==> config.mk <==
export PLATFORM = sky130hd
export DESIGN_NAME = delimited_token_finder_unit
export DESIGN_NICKNAME = d
export VERILOG_FILES = /design/src/hdl/dtf_pkg.sv /design/src/hdl/delimited_token_finder_unit.sv
export VERILOG_INCLUDE_DIRS = /design/src /design/src/hdl
export SDC_FILE = /design/constraint.sdc
export NUM_CORES = 1
export LEC_CHECK = 0
export ABC_AREA = 1
export BUFFER_PORTS_ARGS = -buffer_cell sky130_fd_sc_hd__buf_2
export CAP_MARGIN = 40
export CORE_MARGIN = 3
export CORE_UTILIZATION = 54
export DETAILED_ROUTE_END_ITERATION = 6
export GPL_ROUTABILITY_DRIVEN = 0
export PLACE_DENSITY = 0.77
export SYNTH_ARGS = -nofsm -noshare
export SYNTH_HDL_FRONTEND = slang
export SYNTH_SLANG_ARGS = --single-unit
==> constraint.sdc <==
create_clock -name clk -period 2.55 [get_ports clk]
set_input_delay 0.3825 -clock clk [delete_from_list [all_inputs] [get_ports clk]]
set_output_delay 0.3825 -clock clk [all_outputs]
set_load 0.02 [all_outputs]
==> src/hdl/assert_macros.svh <==
// assertion macros for the rtl of the token finder
// needs a clock named clk and an active-low reset named rst_n in scope
`ifndef ASSERT_MACROS_SVH
`define ASSERT_MACROS_SVH

// same-cycle implication, disabled during reset
`define DTF_ASSERT(lbl, ante, cons, msg) \
  lbl: assert property (@(posedge clk) disable iff (!rst_n) (ante) |-> (cons)) \
    else $error(msg);

// next-cycle implication, disabled during reset
`define DTF_ASSERT_NXT(lbl, ante, cons, msg) \
  lbl: assert property (@(posedge clk) disable iff (!rst_n) (ante) |=> (cons)) \
    else $error(msg);

`endif

==> src/hdl/dtf_pkg.sv <==
// constants, register indexes and the byte class function of the token finder
// no dependencies
`timescale 1ns / 1ps

package dtf_pkg;

  // field widths
  localparam int BYTE_W    = 8;
  localparam int POS_W     = 16;
  localparam int CFG_IDX_W = 1;

  // configuration register indexes
  localparam logic [CFG_IDX_W-1:0] REG_OPEN_CHAR  = 1'd0;
  localparam logic [CFG_IDX_W-1:0] REG_CLOSE_CHAR = 1'd1;

  // register reset values
  localparam logic [BYTE_W-1:0] OPEN_CHAR_RST  = 8'd40;
  localparam logic [BYTE_W-1:0] CLOSE_CHAR_RST = 8'd41;

  // special characters
  localparam logic [BYTE_W-1:0] CH_DOLLAR = 8'h24;
  localparam logic [BYTE_W-1:0] CH_EQUALS = 8'h3D;
  localparam logic [BYTE_W-1:0] CH_UNDER  = 8'h5F;
  localparam logic [BYTE_W-1:0] CH_DASH   = 8'h2D;
  localparam logic [BYTE_W-1:0] CH_SLASH  = 8'h2F;

  // length limits
  localparam logic [POS_W-1:0] MAX_LEN       = 16'hFFFF;
  localparam logic [POS_W-1:0] MIN_MATCH_LEN = 16'd4;

  // bytes allowed in reference content before its first equals sign
  function automatic logic allowed_byte(input logic [BYTE_W-1:0] c);
    logic ok;
    ok = 1'b0;
    if (c inside {[8'h61:8'h7A], [8'h41:8'h5A], [8'h30:8'h39]}) ok = 1'b1;
    if ((c inside {[8'hC0:8'hFF]}) && (c != 8'hD7) && (c != 8'hF7)) ok = 1'b1;
    if ((c == CH_UNDER) || (c == CH_DASH) || (c == CH_SLASH)) ok = 1'b1;
    return ok;
  endfunction

endpackage

==> src/hdl/delimited_token_finder_unit.sv <==
// delimited token finder: scans a byte stream for $<open>content<close>
// depends on dtf_pkg and assert_macros.svh
`timescale 1ns / 1ps
`include "assert_macros.svh"

// channel  | direction | ports
// input    | in        | in_valid, in_stall, in_text_byte, in_last_byte
// result   | out       | out_valid, out_stall, out_found, out_content_offset,
//          |           | out_content_length, out_too_long
// config   | in        | cfg_wr_en, cfg_index, cfg_wr_data
//
// one byte per cycle while in_stall is low: the scan flags and position counter
// update in the cycle a byte is taken, so back-to-back bytes never wait on each other
// the result of a string appears in the result register in the cycle after its last byte
// input stalls only while that result register is full and the result side stalls
// synchronous active-low reset restores open '(' / close ')' and clears the scan

module delimited_token_finder_unit (
  input  logic                         clk,
  input  logic                         rst_n,
  input  logic                         in_valid,
  output logic                         in_stall,
  input  logic [dtf_pkg::BYTE_W-1:0]   in_text_byte,
  input  logic                         in_last_byte,
  output logic                         out_valid,
  input  logic                         out_stall,
  output logic                         out_found,
  output logic [dtf_pkg::POS_W-1:0]    out_content_offset,
  output logic [dtf_pkg::POS_W-1:0]    out_content_length,
  output logic                         out_too_long,
  input  logic                         cfg_wr_en,
  input  logic [dtf_pkg::CFG_IDX_W-1:0] cfg_index,
  input  logic [dtf_pkg::BYTE_W-1:0]   cfg_wr_data
);

  // configuration registers
  logic [dtf_pkg::BYTE_W-1:0] open_char_r, close_char_r;

  // scan state
  logic [dtf_pkg::POS_W-1:0] byte_position_r, byte_position_nxt;
  logic                      prev_was_dollar_r, prev_was_dollar_nxt;
  logic                      cand_open_r, cand_open_nxt;
  logic                      cand_good_r, cand_good_nxt;
  logic                      cand_past_eq_r, cand_past_eq_nxt;
  logic [dtf_pkg::POS_W-1:0] cand_start_r, cand_start_nxt;
  logic                      match_done_r, match_done_nxt;
  logic [dtf_pkg::POS_W-1:0] match_start_r, match_start_nxt;
  logic [dtf_pkg::POS_W-1:0] match_length_r, match_length_nxt;
  logic                      overflowed_r, overflowed_nxt;

  // result register
  logic                      out_valid_r, out_valid_nxt;
  logic                      found_r, found_nxt;
  logic [dtf_pkg::POS_W-1:0] offset_r, offset_nxt;
  logic [dtf_pkg::POS_W-1:0] length_r, length_nxt;
  logic                      too_long_r, too_long_nxt;

  logic in_accept;
  logic load_result;
  logic hit;

  // handshake
  assign in_stall    = out_valid_r && out_stall;
  assign in_accept   = in_valid && !in_stall;
  assign load_result = in_accept && in_last_byte;

  // per-byte scan step
  always_comb begin
    byte_position_nxt   = byte_position_r;
    prev_was_dollar_nxt = prev_was_dollar_r;
    cand_open_nxt       = cand_open_r;
    cand_good_nxt       = cand_good_r;
    cand_past_eq_nxt    = cand_past_eq_r;
    cand_start_nxt      = cand_start_r;
    match_done_nxt      = match_done_r;
    match_start_nxt     = match_start_r;
    match_length_nxt    = match_length_r;
    overflowed_nxt      = overflowed_r;
    if (in_accept) begin
      if (byte_position_r >= dtf_pkg::MAX_LEN) begin
        overflowed_nxt = 1'b1;
      end else begin
        // pending candidate: close or check content
        if (!match_done_r && cand_open_r) begin
          if (in_text_byte == close_char_r) begin
            if (cand_good_r) begin
              match_done_nxt   = 1'b1;
              match_start_nxt  = cand_start_r;
              match_length_nxt = byte_position_r - cand_start_r;
            end
            cand_open_nxt = 1'b0;
          end else if (!cand_past_eq_r) begin
            if (in_text_byte == dtf_pkg::CH_EQUALS) begin
              cand_past_eq_nxt = 1'b1;
            end else if (!dtf_pkg::allowed_byte(in_text_byte)) begin
              cand_good_nxt = 1'b0;
            end
          end
        end
        // dollar-open opens a new candidate unless matched or a good one is pending
        if (!match_done_nxt && prev_was_dollar_r && (in_text_byte == open_char_r) &&
            (!cand_open_nxt || !cand_good_nxt)) begin
          cand_open_nxt    = 1'b1;
          cand_good_nxt    = 1'b1;
          cand_past_eq_nxt = 1'b0;
          cand_start_nxt   = byte_position_r + 16'd1;
        end
        prev_was_dollar_nxt = (in_text_byte == dtf_pkg::CH_DOLLAR);
        byte_position_nxt   = byte_position_r + 16'd1;
      end
    end
  end

  // result of the string ending at this byte
  assign hit = match_done_nxt &&
               (overflowed_nxt || (byte_position_nxt >= dtf_pkg::MIN_MATCH_LEN));

  always_comb begin
    out_valid_nxt = out_valid_r;
    found_nxt     = found_r;
    offset_nxt    = offset_r;
    length_nxt    = length_r;
    too_long_nxt  = too_long_r;
    if (load_result) begin
      out_valid_nxt = 1'b1;
      found_nxt     = hit;
      offset_nxt    = hit ? match_start_nxt : '0;
      length_nxt    = hit ? match_length_nxt : '0;
      too_long_nxt  = overflowed_nxt;
    end else if (out_valid_r && !out_stall) begin
      out_valid_nxt = 1'b0;
    end
  end

  // configuration writes
  always_ff @(posedge clk) begin
    if (!rst_n) begin
      open_char_r  <= dtf_pkg::OPEN_CHAR_RST;
      close_char_r <= dtf_pkg::CLOSE_CHAR_RST;
    end else if (cfg_wr_en) begin
      case (cfg_index)
        dtf_pkg::REG_OPEN_CHAR:  open_char_r  <= cfg_wr_data;
        dtf_pkg::REG_CLOSE_CHAR: close_char_r <= cfg_wr_data;
        default: ;
      endcase
    end
  end

  // scan state, cleared on reset and after the last byte of a string
  always_ff @(posedge clk) begin
    if (!rst_n || load_result) begin
      byte_position_r   <= '0;
      prev_was_dollar_r <= 1'b0;
      cand_open_r       <= 1'b0;
      cand_good_r       <= 1'b1;
      cand_past_eq_r    <= 1'b0;
      cand_start_r      <= '0;
      match_done_r      <= 1'b0;
      match_start_r     <= '0;
      match_length_r    <= '0;
      overflowed_r      <= 1'b0;
    end else begin
      byte_position_r   <= byte_position_nxt;
      prev_was_dollar_r <= prev_was_dollar_nxt;
      cand_open_r       <= cand_open_nxt;
      cand_good_r       <= cand_good_nxt;
      cand_past_eq_r    <= cand_past_eq_nxt;
      cand_start_r      <= cand_start_nxt;
      match_done_r      <= match_done_nxt;
      match_start_r     <= match_start_nxt;
      match_length_r    <= match_length_nxt;
      overflowed_r      <= overflowed_nxt;
    end
  end

  // result register
  always_ff @(posedge clk) begin
    if (!rst_n) begin
      out_valid_r <= 1'b0;
    end else begin
      out_valid_r <= out_valid_nxt;
    end
    found_r    <= found_nxt;
    offset_r   <= offset_nxt;
    length_r   <= length_nxt;
    too_long_r <= too_long_nxt;
  end

  assign out_valid          = out_valid_r;
  assign out_found          = found_r;
  assign out_content_offset = offset_r;
  assign out_content_length = length_r;
  assign out_too_long       = too_long_r;

  // checks
  `DTF_ASSERT_NXT(a_last_gives_result, load_result, out_valid_r, "last byte gave no result")
  `DTF_ASSERT_NXT(a_scan_cleared, load_result, !match_done_r && byte_position_r == '0, "scan held")
  `DTF_ASSERT(a_found_offset, out_valid_r && found_r, offset_r >= 16'd2, "match offset too small")
  `DTF_ASSERT(a_miss_zero, out_valid_r && !found_r, (offset_r | length_r) == '0, "miss not zeroed")

endmodule

==> flow_summary.toml, run 1 <==
[sta]
min_period_ns = 2.42
fmax_ghz = 0.414
report.final.hold_viol_count = 0
setup_violations = 0
slew_headroom_pct = 68.3
finalCritPeriodShare_pct = 94.8
skew_ns = 0.0100
worst_pin_slew_ns = 0.473
drv_slew = 0

[cts]
root_buffer = "clkbuf_16"
cts_tree = "yes"
clock_sinks = 121
cts_max_level = 4
cts_buffers = 17
clk_latency_ns = 0.43
cts_hold_buf = 0
path_clk_slew_ns = 0.06
clk_path_buf_depth = 2

[final_layout]
fin_nets = 982
diodes = 0
drive_gt1_share_pct = 15.0
syn_to_final_growth_pct = 17.8
final_common_cell = "nand2_1"
final_cell_mix = "nand2_1 (201), nor2_1 (151), inv_1 (113)"
fillers = 955
design_area_um2 = 7420

[worst_hold_path]
hold_depth = 3
holdPathEnd = "open_char_r[4]"
min_path_type = "input pin to register"
hp-start = "cfg_wr_data[4]"

[placed_design]
port_buffers = 58
dp_hpwl_mm = 10.7
dpl_cell_area_um2 = 6740

[logic_synthesis]
synthArstFlopShare_pct = 0
syn_avg_cell_area_um2 = 7.21
syn_inst = 874
synth_top_cell_by_area = "dfxtp_1"
synth_ff_type = "dfxtp_1"
yosys.area.top_type_share_pct = 27.6
synth_nets = 914
synth_edf_count = 34
yosysUniqueCellTypes = 37
synth_area_um2 = 6300
yosysWarnings = 0
ys_seq_area_share_pct = 43.8
synth_area_leaders = "dfxtp_1 (28%), edfxtp_1 (16%), nand2_1 (12%)"
synth_seq_cells = 121

[global_route]
grt_pass1_wl_mm = 24.7
grt_util_met2_pct = 39.7
grt_max_degree = 40
grt_util_met3_pct = 4.62
top_usage_layer = "met2"
antenna_found_initial = 0
globalRouteMet1Util_pct = 30.3
track_usage_pct = 24.0
grt_pass1_vias = 5278
grt-ovfl-total = 0

[floorplanning]
die_x_um = 114
dieArea_um2 = 13000
core_um2 = 11100
fp-row-count = 38
num_io_pins = 59
fp.dieH_um = 114
floorplan.initialDensity_pct = 56.6

[critical_path]
path_cells = "ha_2 -> nand2_2 -> nor2_2 -> nand2_1 -> o21ai_1 -> nand3_1 -> nand2_1 -> nand2_1 -> nor2_1 -> nand3_4 -> buf_4 -> nand2_8 -> nor2_2"
crit_arrival_ns = 2.59
crit_type = "register to register"
path_common_cell = "nand2_1"
reg2reg_from = "byte_position_r[0]"
rrSetupSlack_ns = 0.13
worstPathRequired_ns = 2.72
worst_r2r_endpoint = "out_content_length[3]"
critPathSlowestCell = "dfxtp_2"
max_stage_delay_ns = 0.36
cp_max_fo = 8
worst_setup_path_start_kind = "register"
worst_setup_path_end_kind = "register"
worst-r2r-cell-count = 13

[detailed_routing]
drt_iter0_markers = 518
drtAntennaViolNets = 0
vias = 5803
wl_per_cell_um = 14.1
route.detailed.drc = 0
wl_mm = 15.5
routed_via_density = 5.30
dr.pass1.iters = 6

[power]
total_power_w = 0.00479
p_per_area_nw_per_um2 = 645
leakagePower_nw = 3.27
vdd_drop_max_uv = 589

[run]
drv_cap = 0

[outcome]
outcome = "complete, no violations"
registers in the layout, summed over array words and instances, names as in the netlist:
register,flops
byte_position_r,16
cand_start_r,16
match_length_r,16
match_start_r,16
out_content_length,16
out_content_offset,16
close_char_r,8
open_char_r,8
cand_good_r,1
cand_open_r,1
cand_past_eq_r,1
match_done_r,1
out_found,1
out_too_long,1
out_valid,1
overflowed_r,1
prev_was_dollar_r,1
cells by family (layout without fill, tap and decap cells):
kind of cell | Yosys count | after routing | share of synthesized area, %
and+or+nand+nor | 455 | 458 | 30.1
buffers and inverters | 142 | 220 | 9.39
muxes | 4 | 4 | 0.635
adders and majority gates | 17 | 17 | 3.49
DFF | 121 | 121 | 43.8
AOI/OAI and AO/OA | 113 | 113 | 9.45
xor gates and xnor gates | 22 | 22 | 3.06
critical path, delay by kind of cell, from the launching register on:
| family | cells | cell delay (ns) |
|---|---|---|
| AOI/OAI and AO/OA | 1 | 0.18 |
| adders and majority gates | 1 | 0.20 |
| buffers and inverters | 1 | 0.20 |
| DFF | 1 | 0.36 |
| and+or+nand+nor | 10 | 1.20 |
per-stage QoR:
step / util, % / hold WS [ns] / setup WS (ns) / TNS [ns] / std cells
after floorplan: - / 0.426 / 0.341 / 0 / 874
after global placement: 60.6 / 0.455 / 0.105 / 0 / 1058
after detailed placement: 60.6 / 0.459 / -0.0572 / -0.0898 / 1058
after CTS: 65.6 / 0.184 / 0.000657 / 0 / 1090
after global routing: 66.7 / 0.203 / -0.0200 / -0.184 / 1095
final: 66.7 / 0.185 / 0.133 / 0 / 1095
repair_timing:
item | CTS | global route
pin swaps | 0 | 2
setup buffers | 0 | 2
gates cloned | 0 | 3
endpoints found under the setup margin | 31 | 35
resized for setup | 1 | 21
Yosys cell counts (8+ instances only):
library cell	instances
nand2_1	204
nor2_1	154
inv_1	113
dfxtp_1	87
o21ai_0	60
nand3_1	47
a21oi_1	34
edfxtp_1	34
nor2_2	17
ha_1	16
xor2_1	14
clkbuf_1	12
nand4_1	10
nor3_1	10
xnor2_1	8
power by group:
part | internal (W) | leakage [nW] | switching, W
clock | 0.00138 | 0.260 | 0.000825
combinational | 0.000178 | 1.98 | 0.000348
sequential | 0.00203 | 1.04 | 0.0000346
metal layers:
layer  wire [um]  share of wire (%)
met4         388                2.5
met2        7500                 48
met5           0                  0
met3        1130                7.3
met1        6460                 42
cell type report:
| cell class | instances | area (um^2) | share of cell area (%) |
|---|---|---|---|
| Inverter | 117 | 439 | 5.92 |
| Timing Repair Buffer | 71 | 413 | 5.56 |
| Tap cell | 140 | 175 | 2.36 |
| Clock inverter | 8 | 72.6 | 0.978 |
| Clock buffer | 24 | 472 | 6.36 |
| Multi-Input combinational cell | 614 | 3080 | 41.5 |
| Sequential cell | 121 | 2770 | 37.3 |
worst max path at each step:
stage / from / end / slack [ns]
floorplan: byte_position_r[0] / out_content_length[14] / 0.34
global placement: byte_position_r[1] / out_content_offset[5] / 0.11
detailed placement: byte_position_r[1] / out_content_offset[0] / -0.06
CTS: byte_position_r[1] / out_content_offset[0] / 0.0007
global route: byte_position_r[3] / out_content_length[6] / -0.02
finish: byte_position_r[0] / out_content_length[3] / 0.13
Note: power is estimated with default switching activity, not from simulation.
==> run 2: changes to the inputs <==
--- a/config.mk
+++ b/config.mk
@@ -12,8 +12,7 @@
 export CORE_MARGIN = 3
 export CORE_UTILIZATION = 54
 export DETAILED_ROUTE_END_ITERATION = 6
-export GPL_ROUTABILITY_DRIVEN = 0
-export PLACE_DENSITY = 0.77
+export PLACE_DENSITY = 0.74
 export SYNTH_ARGS = -nofsm -noshare
 export SYNTH_HDL_FRONTEND = slang
 export SYNTH_SLANG_ARGS = --single-unit
==> constraint.sdc (replaced) <==
create_clock -name clk -period 2.55 [get_ports clk]
set_input_delay 0.765 -clock clk [delete_from_list [all_inputs] [get_ports clk]]
set_output_delay 0.765 -clock clk [all_outputs]
set_load 0.02 [all_outputs]
==> flow_summary.toml, run 2 (synthesis gave the netlist of run 1 again) <==
[outcome]
outcome = "complete, no violations"

[global_route]
grt_pass1_vias = 5423
grt_pass1_wl_mm = 25.4
grt_max_degree = 39
track_usage_pct = 24.9
antenna_found_initial = 0
grt-ovfl-total = 0

[detailed_routing]
route.detailed.drc = 0
dr.pass1.iters = 5
routed_via_density = 5.17
wl_per_cell_um = 14.2
drt_iter0_markers = 485
vias = 5891
wl_mm = 16.2
drtAntennaViolNets = 0

[sta]
report.final.hold_viol_count = 0
worst_hold_slack_ns = 0.463
skew_ns = 0.00637
setup_violations = 0
finalCritPeriodShare_pct = 94.7
slew_headroom_pct = 73.3
fmax_ghz = 0.414
min_period_ns = 2.42
finalSetupTns_ns = 0
worst_pin_slew_ns = 0.397
drv_slew = 0

[final_layout]
final_util_pct = 71.2
fillers = 897
drive_gt1_share_pct = 19.1
final_cell_mix = "nand2_1 (202), nor2_1 (152), inv_1 (113)"
diodes = 0
syn_to_final_growth_pct = 25.8
design_area_um2 = 7920
fin_nets = 1026
final_common_cell = "nand2_1"

[critical_path]
reg2reg_from = "byte_position_r[0]"
cp_max_fo = 17
worst-r2r-cell-count = 18
crit_arrival_ns = 2.60
worst_setup_path_end_kind = "register"
crit_type = "register to register"
worst_setup_path_start_kind = "register"
worstPathRequired_ns = 2.73
worst_r2r_endpoint = "out_content_offset[8]"
rrSetupSlack_ns = 0.13

[power]
vdd_drop_max_uv = 1000
internal-power_w = 0.00408
leakagePower_nw = 3.61
seqPwrFrac_pct = 38.6
clkPwrFrac_pct = 50.8
p_per_area_nw_per_um2 = 672
power_frac_comb_pct = 10.6
sw_frac_of_total_pct = 23.5
p_sw_w = 0.00125

[floorplanning]
die_x_um = 114
fp.dieH_um = 114
core_um2 = 11100
num_io_pins = 59
dieArea_um2 = 13000
fp-row-count = 38
floorplan.initialDensity_pct = 56.6

[run]
drv_cap = 0

[cts]
root_buffer = "clkbuf_16"
clk_path_buf_depth = 2
clock_sinks = 121
cts_tree = "yes"
cts_max_level = 4
path_clk_slew_ns = 0.06
clk_latency_ns = 0.43
cts_buffers = 17

[placed_design]
gp_congestion = 0.994
dpl_cell_area_um2 = 7120
dp_hpwl_mm = 11.6
port_buffers = 58

[worst_hold_path]
min_path_type = "register to register"
holdPathEnd = "close_char_r[7]"
hold_depth = 2
hp-start = "close_char_r[7]"
run 2: cell count changes in the layout (fill, tap and decap cells not counted), moves of 2 or more:
cell	previous run	this run
clkbuf_16	17	19
buf_12	2	5
clkinvlp_4	3	1
bufinv_16	1	5
buf_4	11	51
clkbuf_8	2	4
dfxtp_1	81	79
clkinv_2	4	1
nand2_2	6	4
clkbuf_1	5	1
clkinv_4	0	3
nand2_4	0	2
nand2_8	5	1
run 2: worst max-delay path by stage:
stage,slack [ns],depth (start not counted),start,end
2_1_floorplan,0.15,16,in_text_byte[3],out_content_length[4]
3_3_place_gp,-0.003,12,out_stall,out_content_length[13]
6_report,0.13,18,byte_position_r[0],out_content_offset[8]
3_5_place_dp,-0.06,12,out_stall,out_content_length[9]
4_1_cts,0.04,17,byte_position_r[0],out_content_length[9]
5_1_grt,-0.01,13,byte_position_r[2],out_content_length[4]
run 2: final cells by class:
type                       count  area [um^2]  share of cell area [%]
clock buffer                  22          484                    6.11
clock inverter                10          189                    2.38
inverter                     117          439                    5.54
multi-input combinational    611         3010                    38.0
sequential                   121         2780                    35.0
tap                          140          175                    2.21
timing repair buffer         118          850                    10.7
run 2: metrics by stage:
step	std cells	setup WS [ns]	total power [W]
detailed placement	1103	-0.0572	0.00264
finish	1139	0.135	0.00533
global placement	1103	-0.00328	0.00264
floorplan	874	0.150	0.00245
global route	1139	-0.0109	0.00549
CTS	1135	0.0433	0.00533
run 2: repair_timing:
item,CTS,global route
pin swaps,0,2
gates cloned,0,3
hold buffers,0,0
gates resized for setup,1,22
setup buffers,0,1
setup endpoints to repair,4,33
run 2: power by group through the flow:
| stage | logic [W] | clock network [W] | registers [W] |
|---|---|---|---|
| floorplan | 0.000332 | 0 | 0.00212 |
| CTS | 0.000553 | 0.00273 | 0.00205 |
| global placement | 0.000545 | 0 | 0.00209 |
| finish | 0.000563 | 0.00271 | 0.00206 |
| detailed placement | 0.000549 | 0 | 0.00209 |
| global route | 0.000625 | 0.00280 | 0.00206 |
run 2: layer usage:
| layer | track usage (%) | wire length (um) |
|---|---|---|
| met5 | 0 | 0 |
| met1 | 29.6 | 6760 |
| met2 | 43.7 | 8190 |
| met3 | 6.68 | 930 |
| met4 | 8.23 | 306 |
run 2: critical path: stages (launching register included):
cell and delay, ns:
dfxtp_4 0.38, ha_4 0.16, nand2_4 0.07, nor2_4 0.12
nand2_2 0.08, buf_4 0.14, inv_1 0.05, nand2_2 0.11
nand2_8 0.14, nand2_1 0.06, nand2_1 0.09, nand2_1 0.05
inv_1 0.05, nand2_1 0.06, nor2_2 0.10, nand3_2 0.09
nand2_4 0.17, clkbuf_16 0.18, nor2_1 0.04
